==> config.mk <==
export PLATFORM = sky130hd
export DESIGN_NAME = fdmf_front_flat
export DESIGN_NICKNAME = d
export VERILOG_FILES = /design/src/hdl/fdmf_pkg.sv /design/src/hdl/fdmf_if.sv /design/src/hdl/fdmf_front.sv /design/src/flat_wrapper.sv
export SDC_FILE = /design/constraint.sdc
export NUM_CORES = 1
export LEC_CHECK = 0
export BUFFER_PORTS_ARGS = -buffer_cell sky130_fd_sc_hd__buf_2
export CAP_MARGIN = 5
export CORE_MARGIN = 3
export CORE_UTILIZATION = 45
export CTS_CLUSTER_DIAMETER = 40
export DETAILED_ROUTE_END_ITERATION = 12
export PLACE_DENSITY = 0.77
export SYNTH_ARGS = -nofsm -noshare
export SYNTH_HDL_FRONTEND = slang
export SYNTH_SLANG_ARGS = --single-unit
==> constraint.sdc <==
create_clock -name i_clk -period 15 [get_ports i_clk]
set_input_delay 1.5 -clock i_clk [delete_from_list [all_inputs] [get_ports i_clk]]
set_output_delay 1.5 -clock i_clk [all_outputs]
set_load 0.005 [all_outputs]
==> src/hdl/fdmf_pkg.sv <==
// shared types and constants of the frame difference motion filter
`default_nettype none

package fdmf_pkg;

    localparam int CFG_IW = 2;
    localparam int CFG_DW = 11;

    localparam logic [CFG_IW-1:0] REG_THRESHOLD = 2'd0;
    localparam logic [CFG_IW-1:0] REG_WIDTH     = 2'd1;
    localparam logic [CFG_IW-1:0] REG_HEIGHT    = 2'd2;

    localparam logic [9:0]  THRESHOLD_RESET = 10'd100;
    localparam logic [10:0] WIDTH_RESET     = 11'd640;
    localparam logic [9:0]  HEIGHT_RESET    = 10'd480;

    localparam int Q_DEPTH = 2;

    // one point as classified by the front part
    typedef struct packed {
        logic [31:0] pos_x;
        logic [31:0] pos_y;
        logic [31:0] pos_z;
        logic [7:0]  red;
        logic [7:0]  green;
        logic [7:0]  blue;
        logic        last;
        logic        primed;
        logic        coord_ok;
        logic [9:0]  threshold;
    } t_point;

    // queue handshake between front and back
    typedef struct packed {
        logic push;
        logic full;
        logic avail;
        logic pop;
    } t_qctl;

endpackage

`default_nettype wire

==> src/hdl/fdmf_if.sv <==
// stream interfaces for points in and filtered results out
`default_nettype none

interface fdmf_in_if;
    logic        valid;
    logic        ready;
    logic [31:0] pos_x;
    logic [31:0] pos_y;
    logic [31:0] pos_z;
    logic [7:0]  red;
    logic [7:0]  green;
    logic [7:0]  blue;

    modport source (output valid, pos_x, pos_y, pos_z, red, green, blue, input ready);
    modport sink (input valid, pos_x, pos_y, pos_z, red, green, blue, output ready);
endinterface


`default_nettype wire

==> src/hdl/fdmf_front.sv <==
// front part: config registers, scan position, point classification
`default_nettype none

module fdmf_front import fdmf_pkg::*; #(
    parameter int MAX_PIXELS = 524288
) (
    input  logic              i_clk,
    input  logic              i_rst_n,
    input  logic              i_cfg_we,
    input  logic [CFG_IW-1:0] i_cfg_idx,
    input  logic [CFG_DW-1:0] i_cfg_data,
    fdmf_in_if.sink           i_pt,
    input  logic              i_full,
    output logic              o_push,
    output t_point            o_point,
    output logic [((MAX_PIXELS > 1) ? $clog2(MAX_PIXELS) : 1)-1:0] o_addr
);

    localparam int AW = (MAX_PIXELS > 1) ? $clog2(MAX_PIXELS) : 1;
    localparam int CW = (AW + 1 > 21) ? AW + 1 : 21;
    localparam int RST_PROD = int'(WIDTH_RESET) * int'(HEIGHT_RESET);
    localparam int RST_TOTAL = (RST_PROD > MAX_PIXELS) ? MAX_PIXELS : RST_PROD;
    localparam logic [AW-1:0] RST_LAST = AW'(RST_TOTAL - 1);

    logic [9:0]    r_threshold;
    logic [10:0]   r_width;
    logic [9:0]    r_height;
    logic [AW-1:0] r_last_idx, n_last_idx;
    logic [AW-1:0] r_index, n_index;
    logic          r_primed, n_primed;

    logic          accept;
    logic          last;
    logic          size_wr;
    logic [10:0]   sel_w;
    logic [9:0]    sel_h;
    logic [20:0]   prod;
    logic [CW-1:0] total;

    assign i_pt.ready = !i_full;
    assign accept     = i_pt.valid && !i_full;
    assign last       = (r_index == r_last_idx);
    assign size_wr    = i_cfg_we && ((i_cfg_idx == REG_WIDTH) || (i_cfg_idx == REG_HEIGHT));

    // frame length from the size that holds after this write
    always_comb begin
        sel_w = (i_cfg_we && i_cfg_idx == REG_WIDTH) ? i_cfg_data : r_width;
        sel_h = (i_cfg_we && i_cfg_idx == REG_HEIGHT) ? i_cfg_data[9:0] : r_height;
        if (sel_w == 11'd0) sel_w = 11'd1;
        if (sel_h == 10'd0) sel_h = 10'd1;
        prod  = 21'(sel_w) * 21'(sel_h);
        total = (CW'(prod) > CW'(MAX_PIXELS)) ? CW'(MAX_PIXELS) : CW'(prod);
        n_last_idx = size_wr ? AW'(total - CW'(1)) : r_last_idx;
    end

    always_comb begin
        n_index  = r_index;
        n_primed = r_primed;
        if (accept) begin
            if (last) begin
                n_index  = '0;
                n_primed = 1'b1;
            end else begin
                n_index = r_index + AW'(1);
            end
        end
        if (size_wr) begin
            n_index  = '0;
            n_primed = 1'b0;
        end
    end

    always_ff @(posedge i_clk) begin
        if (!i_rst_n) begin
            r_threshold <= THRESHOLD_RESET;
            r_width     <= WIDTH_RESET;
            r_height    <= HEIGHT_RESET;
            r_last_idx  <= RST_LAST;
            r_index     <= '0;
            r_primed    <= 1'b0;
        end else begin
            if (i_cfg_we) begin
                unique case (i_cfg_idx)
                    REG_THRESHOLD: r_threshold <= i_cfg_data[9:0];
                    REG_WIDTH:     r_width     <= i_cfg_data;
                    REG_HEIGHT:    r_height    <= i_cfg_data[9:0];
                    default:       ;
                endcase
            end
            r_last_idx <= n_last_idx;
            r_index    <= n_index;
            r_primed   <= n_primed;
        end
    end

    always_comb begin
        o_point.pos_x     = i_pt.pos_x;
        o_point.pos_y     = i_pt.pos_y;
        o_point.pos_z     = i_pt.pos_z;
        o_point.red       = i_pt.red;
        o_point.green     = i_pt.green;
        o_point.blue      = i_pt.blue;
        o_point.last      = last;
        o_point.primed    = r_primed;
        // inf or nan in any coordinate disqualifies the point
        o_point.coord_ok  = (i_pt.pos_x[30:23] != 8'hFF) && (i_pt.pos_y[30:23] != 8'hFF)
                         && (i_pt.pos_z[30:23] != 8'hFF);
        o_point.threshold = r_threshold;
    end

    assign o_push = accept;
    assign o_addr = r_index;

    a_index_in_frame: assert property (@(posedge i_clk) disable iff (!i_rst_n)
        r_index <= r_last_idx)
        else $error("scan position beyond frame end");

    a_primed_after_last: assert property (@(posedge i_clk) disable iff (!i_rst_n)
        (accept && last && !size_wr) |=> (r_primed && r_index == '0))
        else $error("frame end did not prime and wrap");

endmodule

`default_nettype wire

==> src/flat_wrapper.sv <==
// flat-port wrapper written by rule: the top's interface ports become plain ports
module fdmf_front_flat import fdmf_pkg::*;
#(
    parameter int MAX_PIXELS = 524288
)
  (i_clk, i_rst_n, i_cfg_we, i_cfg_idx, i_cfg_data, i_full, o_push, o_point, o_addr, i_pt_valid, i_pt_pos_x, i_pt_pos_y, i_pt_pos_z, i_pt_red, i_pt_green, i_pt_blue, i_pt_ready);
  fdmf_in_if i_pt_i ();
  input  logic i_clk;
  input  logic i_rst_n;
  input  logic i_cfg_we;
  input  logic [CFG_IW-1:0] i_cfg_idx;
  input  logic [CFG_DW-1:0] i_cfg_data;
  input  logic i_full;
  output logic o_push;
  output t_point o_point;
  output logic [((MAX_PIXELS > 1) ? $clog2(MAX_PIXELS) : 1)-1:0] o_addr;
  input wire logic [$bits(i_pt_i.valid)-1:0] i_pt_valid;
  input wire logic [$bits(i_pt_i.pos_x)-1:0] i_pt_pos_x;
  input wire logic [$bits(i_pt_i.pos_y)-1:0] i_pt_pos_y;
  input wire logic [$bits(i_pt_i.pos_z)-1:0] i_pt_pos_z;
  input wire logic [$bits(i_pt_i.red)-1:0] i_pt_red;
  input wire logic [$bits(i_pt_i.green)-1:0] i_pt_green;
  input wire logic [$bits(i_pt_i.blue)-1:0] i_pt_blue;
  output wire logic [$bits(i_pt_i.ready)-1:0] i_pt_ready;
  assign i_pt_i.valid = i_pt_valid;
  assign i_pt_i.pos_x = i_pt_pos_x;
  assign i_pt_i.pos_y = i_pt_pos_y;
  assign i_pt_i.pos_z = i_pt_pos_z;
  assign i_pt_i.red = i_pt_red;
  assign i_pt_i.green = i_pt_green;
  assign i_pt_i.blue = i_pt_blue;
  assign i_pt_ready = i_pt_i.ready;
  fdmf_front #(.MAX_PIXELS(MAX_PIXELS)) u_core (.i_clk(i_clk), .i_rst_n(i_rst_n), .i_cfg_we(i_cfg_we), .i_cfg_idx(i_cfg_idx), .i_cfg_data(i_cfg_data), .i_pt(i_pt_i), .i_full(i_full), .o_push(o_push), .o_point(o_point), .o_addr(o_addr));
endmodule
==> out/results.txt <==
Highest Clock Rate: 97.8 MHz
CTS tree: built
Post-CTS Repair Setup Buffers: 0
Global Route Usage Sum: 19.2%
Residual DRC: 0
Sequential group share of total power: 22.6%
Number of port buffers: 99
DR vias/cell: 5.54
Post-CTS Hold Buffers: 0
Core area: 17700 µm²
First DRT Iteration DRCs: 454
# fillers: 1670
Worst hold stages: 2
Family with the most delay on the worst path: adder cells
CP max FO: 20
Cts bufs inserted: 9
Synthesis Warnings: 0
Startpoint Class: primary input
Die height: 142 µm
Min cycle time layout: 10.22 ns
Avg WL per Cell: 16.4 µm
Area grow syn2layout: 1.18%
DIE WIDTH: 142 µm
Sw Share: 42.3%
Global-route wire length before repair: 31700 µm
WS Path Type: primary input to register
ANT nets after route: 0
Clock skew: 0.00602 ns
DIE AREA: 20000 µm²
Share of cells above drive strength 1: 16.8%
Slowest Stage Delay on Critical Path: 0.68 ns
Cells after Synth: 972
Worst setup EP type: register
Final WL: 19200 µm
Clock share of power: 23.0%
Top_reg_cell synth: dfxtp_1
Status: finished, final reports clean
CP Data Required Time: 15.23 ns
N_diodes: 0
Logic pwr share: 54.5%
Register bit total from synthesis: 70
Tcrit/Tclk final: 68.1%
Post-CTS sizing: 0
DP Worst Slack: 4.64 ns
Setup TNS: 0 ns
Sequential element share of the synthesized area: 16.9%
# setup viols final: 0
EDFF count, synth: 0
Core Rows: 48
Static Leak: 4.14 nW
Final hold violations: 0
Vias in the first global route: 6431
Distinct cells, synth: 65
RSZ-0062 raised after global routing: false
NumNets Final: 1206
Final weighted congestion in routability-driven placement: 0.955
Hold Path Class: register to register
Synth Cell Area: 8270 µm²
Vias: 6469
Internal: 0.000531 W
Sequential Area: 1400 µm²
Net switching power: 0.000389 W
Post-synth ARST share: 0%
Post-route worst setup slack: 4.78 ns
Starting Density: 46.8%
Cell count along the critical path: 31
Syn Area/Cell: 8.51 µm²
CTS max path bufs: 2
Pwr per Cell Area: 110 nW/µm²
Post-DP HPWL: 15500 µm
Drt pass-1 iters: 5
# IOs: 292
Largest net degree at the start of global routing: 50
Synth Net Count: 1241
Global route total overflow: 0
Slew Limit Fails: 0
H-tree levels: 3
Worst Path Buf+Inv: 6
Root Driver: clkbuf_16
Multi-input gate area: 5580 µm²
Clock sink count: 70
Slew headroom: 37.7%
Worst-path clk slew: 0.06 ns
MaxCap Viol Count: 0
WP data arrival: 10.45 ns
Worst-Margin Slew: 0.933 ns
R2R cell count: 28
Initial antenna violation count: 0
Worst-Skew Late Latency: 0.34 ns
Peak VDD IR: 74.4 µV
Slowest CP cell: nand2_1
## final cells by class
type | instances | share of cell area [%]
Clock inverter | 6 | 0.733
Multi-Input combinational cell | 681 | 66.7
Sequential cell | 70 | 16.7
Clock buffer | 10 | 2.86
Timing Repair Buffer | 106 | 6.55
Inverter | 69 | 3.09
Tap cell | 225 | 3.36
## cell usage in the layout, fill, tap and decap left out, types with 9 or more instances in the layout
master | synthesis | layout
xor2_1 | 41 | 41
nand4_1 | 16 | 16
clkbuf_16 | 0 | 9
and3_1 | 11 | 11
nor4_1 | 10 | 10
nand3_1 | 18 | 18
ha_1 | 61 | 61
nand2_1 | 97 | 97
nand2b_1 | 17 | 17
inv_1 | 69 | 69
mux2_2 | 14 | 14
xnor2_1 | 16 | 16
buf_2 | 3 | 99
mux2i_1 | 25 | 25
dfxtp_1 | 70 | 70
o21ai_0 | 10 | 10
or2_2 | 10 | 10
nor3_1 | 14 | 14
and2_1 | 15 | 15
fa_1 | 70 | 70
a21oi_1 | 18 | 18
nor2_1 | 107 | 107
a21o_1 | 11 | 11
## cells by family after synthesis
logic type	count (synthesis)	synth area share [%]
and+or+nand+nor	342	19.9
buffers and inverters	221	15.6
adders and majority gates	131	26.2
AOI/OAI and AO/OA	111	10.2
DFF	70	16.9
xor gates and xnor gates	57	6.04
muxes	40	5.07
## worst reg2reg max path, delay by kind of cell (launching register included)
| kind | cells | cell delay (ns) |
|---|---|---|
| xor gates and xnor gates | 1 | 0.27 |
| adders and majority gates | 7 | 3.44 |
| buffers and inverters | 4 | 0.32 |
| AOI/OAI and AO/OA | 7 | 2.21 |
| DFF | 1 | 0.32 |
| muxes | 1 | 0.14 |
| and+or+nand+nor | 8 | 1.75 |
## synthesized netlist by cell type (18+ instances only)
cell type,n,area share (%)
dfxtp_1,70,17
nand3_1,18,1.1
fa_1,70,17
xor2_1,41,4.3
inv_1,69,3.1
a21oi_1,18,1.1
nor2_1,107,4.9
nand2_1,97,4.4
mux2i_1,25,3.0
ha_1,61,9.2
clkbuf_1,27,1.2
buf_4,122,11
## worst paths after layout
check / startpoint / endpoint / slack, ns
max: i_cfg_idx[1] / u_core.r_last_idx[6] / 4.78
min: u_core.r_primed / u_core.r_primed / 0.45
max reg2reg: u_core.r_width[0] / u_core.r_last_idx[6] / 6.43
min reg2reg: u_core.r_primed / u_core.r_primed / 0.45
## metal layers
layer	up-vias	global-route usage (%)	wire length (µm)
li1	3073	-	-
met1	3102	24.7	8170
met2	252	32.3	9100
met3	42	4.18	1360
met4	0	6.21	521
met5	-	0	0
## per-stage QoR
step	power [W]	instances	utilization [%]	hold WS [ns]	area (µm²)
after floorplan	0.000618	972	-	0.426	8270
after global placement	0.000699	1151	45.7	0.444	8070
after detailed placement	0.000709	1151	45.7	0.444	8070
after CTS	0.000923	1167	47.4	0.454	8370
after global routing	0.000991	1167	47.4	0.464	8370
final	0.000920	1167	47.4	0.452	8370
## registers in the layout, indices dropped and copies added (netlist names)
signal and count:
u_core.r_primed 1, u_core.r_width 11, u_core.r_last_idx 19, u_core.r_threshold 10, u_core.r_height 10, u_core.o_addr 19
## power groups by stage
stage          logic (W)  registers, W  clock network [W]
6_report        0.000501      0.000208           0.000211
2_1_floorplan   0.000409      0.000209                  0
4_1_cts         0.000501      0.000207           0.000214
3_5_place_dp    0.000497      0.000211                  0
3_3_place_gp    0.000488      0.000211                  0
5_1_grt         0.000560      0.000208           0.000222
Note: power is estimated with default switching activity, not from simulation.
