## config.mk

```make
export PLATFORM = sky130hd
export DESIGN_NAME = fdmf_queue
export DESIGN_NICKNAME = d
export VERILOG_FILES = /design/src/hdl/fdmf_pkg.sv /design/src/hdl/fdmf_queue.sv
export SDC_FILE = /design/constraint.sdc
export NUM_CORES = 1
export LEC_CHECK = 0
export ABC_AREA = 1
export BUFFER_PORTS_ARGS = -buffer_cell sky130_fd_sc_hd__clkbuf_2
export CORE_ASPECT_RATIO = 0.5
export CORE_UTILIZATION = 55
export CTS_BUF_LIST = sky130_fd_sc_hd__clkbuf_4 sky130_fd_sc_hd__clkbuf_8
export CTS_CLUSTER_DIAMETER = 200
export CTS_CLUSTER_SIZE = 40
export DETAILED_ROUTE_END_ITERATION = 7
export MAX_ROUTING_LAYER = met4
export PLACE_DENSITY = 0.93
export SYNTH_ARGS = -nofsm -noshare
export SYNTH_HDL_FRONTEND = slang
export SYNTH_SLANG_ARGS = --single-unit
```

## constraint.sdc

```tcl
create_clock -name i_clk -period 27 [get_ports i_clk]
set_clock_uncertainty 0.1 [all_clocks]
set_input_delay 5.4 -clock i_clk [delete_from_list [all_inputs] [get_ports i_clk]]
set_output_delay 5.4 -clock i_clk [all_outputs]
set_load 0.01 [all_outputs]
```

## src/hdl/fdmf_pkg.sv

```systemverilog
// shared types and constants of the frame difference motion filter
`default_nettype none

package fdmf_pkg;

    localparam int CFG_IW = 2;
    localparam int CFG_DW = 11;

    localparam logic [CFG_IW-1:0] REG_THRESHOLD = 2'd0;
    localparam logic [CFG_IW-1:0] REG_WIDTH     = 2'd1;
    localparam logic [CFG_IW-1:0] REG_HEIGHT    = 2'd2;

    localparam logic [9:0]  THRESHOLD_RESET = 10'd100;
    localparam logic [10:0] WIDTH_RESET     = 11'd640;
    localparam logic [9:0]  HEIGHT_RESET    = 10'd480;

    localparam int Q_DEPTH = 2;

    // one point as classified by the front part
    typedef struct packed {
        logic [31:0] pos_x;
        logic [31:0] pos_y;
        logic [31:0] pos_z;
        logic [7:0]  red;
        logic [7:0]  green;
        logic [7:0]  blue;
        logic        last;
        logic        primed;
        logic        coord_ok;
        logic [9:0]  threshold;
    } t_point;

    // queue handshake between front and back
    typedef struct packed {
        logic push;
        logic full;
        logic avail;
        logic pop;
    } t_qctl;

endpackage

`default_nettype wire

```

## src/hdl/fdmf_queue.sv

```systemverilog
// short queue between the front and back parts
`default_nettype none

module fdmf_queue import fdmf_pkg::*; #(
    parameter int AW = 19
) (
    input  logic          i_clk,
    input  logic          i_rst_n,
    input  t_point        i_point,
    input  logic [AW-1:0] i_addr,
    output t_point        o_point,
    output logic [AW-1:0] o_addr,
    input  t_qctl         i_ctl,
    output t_qctl         o_ctl
);

    localparam int QPW = (Q_DEPTH > 1) ? $clog2(Q_DEPTH) : 1;
    localparam int QCW = $clog2(Q_DEPTH + 1);

    t_point        r_pt   [Q_DEPTH];
    logic [AW-1:0] r_addr [Q_DEPTH];
    logic [QPW-1:0] r_wp, r_rp;
    logic [QCW-1:0] r_count;

    logic push, pop;

    assign push = i_ctl.push && (r_count != QCW'(Q_DEPTH));
    assign pop  = i_ctl.pop && (r_count != '0);

    function automatic logic [QPW-1:0] ptr_inc(input logic [QPW-1:0] p);
        return (p == QPW'(Q_DEPTH - 1)) ? '0 : p + QPW'(1);
    endfunction

    always_ff @(posedge i_clk) begin
        if (push) begin
            r_pt[r_wp]   <= i_point;
            r_addr[r_wp] <= i_addr;
        end
    end

    always_ff @(posedge i_clk) begin
        if (!i_rst_n) begin
            r_wp    <= '0;
            r_rp    <= '0;
            r_count <= '0;
        end else begin
            if (push) r_wp <= ptr_inc(r_wp);
            if (pop)  r_rp <= ptr_inc(r_rp);
            if (push && !pop) r_count <= r_count + QCW'(1);
            else if (pop && !push) r_count <= r_count - QCW'(1);
        end
    end

    assign o_point   = r_pt[r_rp];
    assign o_addr    = r_addr[r_rp];
    assign o_ctl.push  = push;
    assign o_ctl.pop   = pop;
    assign o_ctl.full  = (r_count == QCW'(Q_DEPTH));
    assign o_ctl.avail = (r_count != '0);

    a_count_bound: assert property (@(posedge i_clk) disable iff (!i_rst_n)
        r_count <= QCW'(Q_DEPTH))
        else $error("queue overfilled");

endmodule

`default_nettype wire

```

==> results of run 1 <==
-- flip-flops by register name (all words and copies together), names as in the netlist, named ones only --
register,cells
r_addr,38
r_count,2
r_pt,266
r_rp,1
r_wp,1
-- cells in the final DEF (no fill, tap or decap), types with 4 or more instances in the layout --
cell type,Yosys,routed
edfxtp_1,304,304
mux2_2,72,72
nand2_1,7,7
clkbuf_2,0,311
nor2_1,9,7
mux2_4,80,80
clkbuf_8,0,11
inv_1,8,8
dfxtp_1,5,4
buf_4,2,6
-- worst max-delay path: stages --
cell and delay [ps]:
clkbuf_2 80, o21ai_0 300, inv_1 190, clkbuf_2 180
-- kinds of logic after synthesis --
| kind of cell | after synthesis | synth area share (%) |
|---|---|---|
| flip-flops | 309 | 79.9 |
| multiplexers | 152 | 17.4 |
| buffers and inverters | 27 | 1.67 |
| AND/OR/NAND/NOR | 18 | 0.618 |
| AO/OA/AOI/OAI | 5 | 0.238 |
| adder cells (fa/ha/maj) | 1 | 0.108 |
-- path summary, 6_finish.rpt --
| path | depth (start not counted) | to | start | slack [ps] |
|---|---|---|---|---|
| hold / removal | 2 | r_rp | r_rp | 430 |
| setup / recovery | 4 | o_ctl[3] | i_ctl[3] | 15350 |
| hold reg to reg | 2 | r_rp | r_rp | 430 |
| setup reg to reg | 4 | r_pt[1][120] | r_count[0] | 23610 |
-- metrics by stage --
stage | instance area, µm² | power [µW] | util, %
2_1_floorplan | 11500 | 853 | -
3_3_place_gp | 13300 | 934 | 64.9
3_5_place_dp | 13300 | 949 | 64.9
4_1_cts | 13500 | 1110 | 65.8
5_1_grt | 13500 | 1150 | 65.8
6_report | 13500 | 1100 | 65.8
-- power groups by stage --
stage,Sequential (µW),Clock (µW),Combinational [µW]
2_1_floorplan,645,0,208
3_3_place_gp,633,0,301
3_5_place_dp,639,0,309
4_1_cts,628,174,310
5_1_grt,633,185,328
6_report,627,167,307
-- cell type report --
class	instances	area [µm²]
clock inverter	1	16.3
antenna	1	2.50
inverter	8	30.0
fill	1423	7030
multi-input combinational	176	2140
timing repair buffer	317	1600
clock buffer	13	166
sequential	309	9230
tap	273	342
-- routing by layer --
layer | share of wire [%] | track usage, %
met5 | 0 | -
met4 | 3.1 | 6.62
met3 | 3.4 | 2.63
met2 | 56 | 36.2
met1 | 38 | 22.4
==> impl_results.md, run 1 <==
* Status: finished with violations
* Violated checks: design-rule violations
* Seq/Total Area, Yosys at 79.9%
* CP Class: in -> out
* Setup WS post-layout at 15350 ps
* Initial antenna violation count at 1
* Final net count at 982
* Via density per instance at 5.16
* Slew @ Worst Pin at 1120 ps
* Area delta synth->final at 17.2%
* Clock-pin slew on the worst setup and hold paths at 200 ps
* Power per cell area at 81.4 mW/mm²
* First-pass DRT Iterations at 6
* Die Width at 207 µm
* Routability cong. at 0.812
* Final HPWL DP at 15.0 mm
* Clock group share of total power at 15.1%
* Routed wire length at 21.4 mm
* Most frequent cell after synthesis: edfxtp_1
* Starting Density at 56.2%
* Max-slew violations at 0
* P_int at 793 µW
* Top cells by count, synth: 304 x edfxtp_1, 80 x mux2_4, 72 x mux2_2, 10 x buf_6, 9 x nor2_1
* CP max FO at 4
* PostCTS Resize Cnt at 0
* Mapped Nets at 671
* Postcts setup bufs at 0
* DRC viols at 8
* FF+latch count, synth at 309
* Top post-synthesis cells by area: edfxtp_1 79%, mux2_4 10%, mux2_2 7.0%, buf_6 0.98%, dfxtp_1 0.87%
* Switching part of the total at 28.0%
* Max Cap Viol at 0
* WL/cell at 19.5 µm
* First-pass GRT wire length at 31.5 mm
* IO buf count at 311
* Clk sinks at 309
* Avg Cell Area, Syn at 22.5 µm²
* Inst Count DP at 1083
* Synth Cell Area at 0.0115 mm²
* Number of cell rows at 37
* Async SR Flop Fraction at 0%
* Post-synth top flop: edfxtp_1
* Slew headroom at 25.4%
* Final cell count without fillers at 1098
* Fin Setup TNS at 0 ps
* Die ar. at 0.0216 mm²
* Layout cells sized above 1 at 59.0%
* Total track usage at 19.8%
* Cell accounting for the most synthesized area: edfxtp_1
* Grt ovf at 0
* Total number of yosys warnings at 0
* Worst-case vdd ir drop at 0.0000652 V
* Finish-stage setup viols at 0
* Antenna-violating nets left at 0
* Sw power at 308 µW
* EDFF count, synth at 304
* Yosys top cell area share at 79.1%
* Total CTS buffers at 11
* CTS root buffer: clkbuf_8
* Arrival time worst endpoint at 6150 ps
* Min Tclk post-route at 11650 ps
* Worst Path Required at 21500 ps
* Hold Crit Class: reg -> reg
* Clock Tree Buf Depth at 3
* Maximum clock rate at 85.8 MHz
* Post-place setup slack at 15340 ps
* Number of global-route vias before repair at 5942
* Gate Count Post-Synth at 512
* Hold_ws at 432 ps
* Netlist cell types at 16
* CTS HTree Levels at 1
* Boundary pin count at 314
* Die H at 104 µm
* Final hold violations at 0
* Core area at 0.0206 mm²
* CTS tree: built
* Sequential power share at 57.0%
* Initial DRC Count at 307
* RSZ-0062 raised after global routing: false
* DR vias at 5661
* CP startpoint kind: input port
* CP Capture Type: primary output
* Final Cycle Share at 43.2%
* Clock Latency Late Sink at 530 ps
* Largest net degree at the start of global routing at 82
* Hold_buf cts at 0
* Comb pwr share at 27.9%
* P_leak at 0.00523 µW
Note: power is estimated with default switching activity, not from simulation.
==> run 2, diff against run 1 <==
--- a/config.mk
+++ b/config.mk
@@ -8,13 +8,13 @@
 export ABC_AREA = 1
 export BUFFER_PORTS_ARGS = -buffer_cell sky130_fd_sc_hd__clkbuf_2
 export CORE_ASPECT_RATIO = 0.5
-export CORE_UTILIZATION = 55
+export CORE_UTILIZATION = 49
 export CTS_BUF_LIST = sky130_fd_sc_hd__clkbuf_4 sky130_fd_sc_hd__clkbuf_8
 export CTS_CLUSTER_DIAMETER = 200
 export CTS_CLUSTER_SIZE = 40
 export DETAILED_ROUTE_END_ITERATION = 7
 export MAX_ROUTING_LAYER = met4
-export PLACE_DENSITY = 0.93
+export PLACE_DENSITY = 0.88
 export SYNTH_ARGS = -nofsm -noshare
 export SYNTH_HDL_FRONTEND = slang
 export SYNTH_SLANG_ARGS = --single-unit
==> constraint.sdc (replaced) <==
create_clock -name i_clk -period 9.7 [get_ports i_clk]
set_clock_uncertainty 0.1 [all_clocks]
set_input_delay 1.94 -clock i_clk [delete_from_list [all_inputs] [get_ports i_clk]]
set_output_delay 1.94 -clock i_clk [all_outputs]
set_load 0.01 [all_outputs]
==> run 2 against run 1 <==
Against the previous run:
- the flow now finishes without violations
- die area increased by 12%
- via count increased by 1.2%
- clock-buffer cell count stayed put
- combinational power grew to 2.8 times the previous value
- largest cell class unchanged
- total power rose to 2.8 times the previous value
- setup slack got worse by 10000 ps
- first-iteration DRC count up 29%
- global-route usage shrank 1.4 points
- critical path depth unchanged
- flip-flop and latch count unchanged
- cell area up 0.30%
==> impl_results.md, run 2 (synthesis gave the netlist of run 1 again) <==
* First-pass GRT wire length at 32.9 mm
* Via density per instance at 5.07
* Global Route met2 Usage at 33.9%
* Starting Density at 50.2%
* Die Width at 219 µm
* Postcts setup bufs at 0
* Fin Setup TNS at 0 ps
* Grt ovf at 0
* Clock-pin slew on the worst setup and hold paths at 210 ps
* Hold_buf cts at 0
* Slew headroom at 24.5%
* CP startpoint kind: input port
* Most frequent cells in the layout: 311 x clkbuf_2, 304 x edfxtp_1, 80 x mux2_4, 72 x mux2_2, 11 x clkbuf_8
* Core area at 0.0230 mm²
* Final HPWL DP at 15.5 mm
* WL/cell at 19.5 µm
* Arrival time worst endpoint at 2710 ps
* Final net count at 982
* Max Cap Viol at 0
* Routed wire length at 22.1 mm
* Final Cycle Share at 49.0%
* DR vias at 5730
* Status: completed
* Area delta synth->final at 17.5%
* CP max FO at 4
* Number of flip-flops in the largest register at 266
* Die ar. at 0.0242 mm²
* PostCTS Resize Cnt at 0
* Commonest non-fill, non-tap cell in the layout: clkbuf_2
* Final cell count without fillers at 1131
* First-pass DRT Iterations at 4
* CP Capture Type: primary output
* Power per cell area at 227 mW/mm²
* Finish-stage setup viols at 0
* Antenna-violating nets left at 0
* Largest net degree at the start of global routing at 77
* CTS root buffer: clkbuf_8
* P_leak at 0.00523 µW
* CTS HTree Levels at 1
* Inst Count DP at 1117
* Clk sinks at 309
* Grt met1 use at 20.9%
* Final hold violations at 0
* Clock Tree Buf Depth at 3
* Hold Crit Class: reg -> reg
* Total track usage at 18.4%
* Worst Path Required at 7660 ps
* Worst-case vdd ir drop at 0.000191 V
* Fillers at 1721
* Routability cong. at 0.801
* Initial antenna violation count at 0
* Layout cells sized above 1 at 59.0%
* Die H at 111 µm
* Slew @ Worst Pin at 1130 ps
* Min Tclk post-route at 4750 ps
* Number of global-route vias before repair at 6055
* Maximum clock rate at 210 MHz
* Number of cell rows at 39
* Top Usage Layer GRT: met2
* Max-slew violations at 0
* IO buf count at 311
* Total CTS buffers at 11
* RSZ-0062 raised after global routing: false
* Met3 Usage GRT at 1.76%
* Antenna diode count at 0
* CP Class: in -> out
* Clock Latency Late Sink at 540 ps
* Initial DRC Count at 396
* Boundary pin count at 314
* DRC viols at 0
* CTS tree: built
* Top Registers: r_pt (266), r_addr (38), r_count (2)
* Top reg by flops: r_pt
run 2: cell types whose count changed in the layout (fill, tap and decap cells not counted):
| cell | before | now |
|---|---|---|
| diode_2 | 1 | 0 |
run 2: through the flow:
step / util (%) / power (µW) / instance area, µm² / setup slack [ps] / hold WS [ps]
2_1_floorplan: - / 2370 / 11500 / 530 / 367
5_1_grt: 59.0 / 3210 / 13600 / 4860 / 487
6_report: 59.0 / 3080 / 13600 / 4950 / 454
4_1_cts: 59.0 / 3110 / 13600 / 4950 / 443
3_5_place_dp: 58.2 / 2650 / 13400 / 4950 / 392
3_3_place_gp: 58.2 / 2610 / 13400 / 5020 / 382
run 2: worst paths after layout:
path	startpoint	to	slack, ps	cells past startpoint
worst max-delay path	i_ctl[3]	o_ctl[3]	4950	4
worst min-delay path	r_rp	r_rp	450	2
worst max register to register	r_count[0]	r_pt[1][108]	7230	3
worst min register to register	r_rp	r_rp	450	2
run 2: area by class of cell:
class | count | area (µm²) | area share, %
tap | 307 | 384 | 2.83
clock inverter | 1 | 16.3 | 0.120
timing repair buffer | 317 | 1600 | 11.8
inverter | 8 | 30.0 | 0.221
multi-input combinational | 176 | 2140 | 15.8
clock buffer | 13 | 166 | 1.23
sequential | 309 | 9230 | 68.0
run 2: routing by layer:
metal / part of all wire [%] / vias to the layer above
met5: 0 / -
met1: 38 / 2940
met4: 3.4 / 0
met3: 2.4 / 48
met2: 56 / 134
li1: - / 2608
run 2: critical path: stages:
cell      delay (ps)
clkbuf_2          80
o21ai_0          300
inv_1            200
clkbuf_2         180
run 2: power breakdown:
part | switching [µW] | internal, µW
Combinational | 465 | 403
Sequential | 56.1 | 1690
Clock | 351 | 117
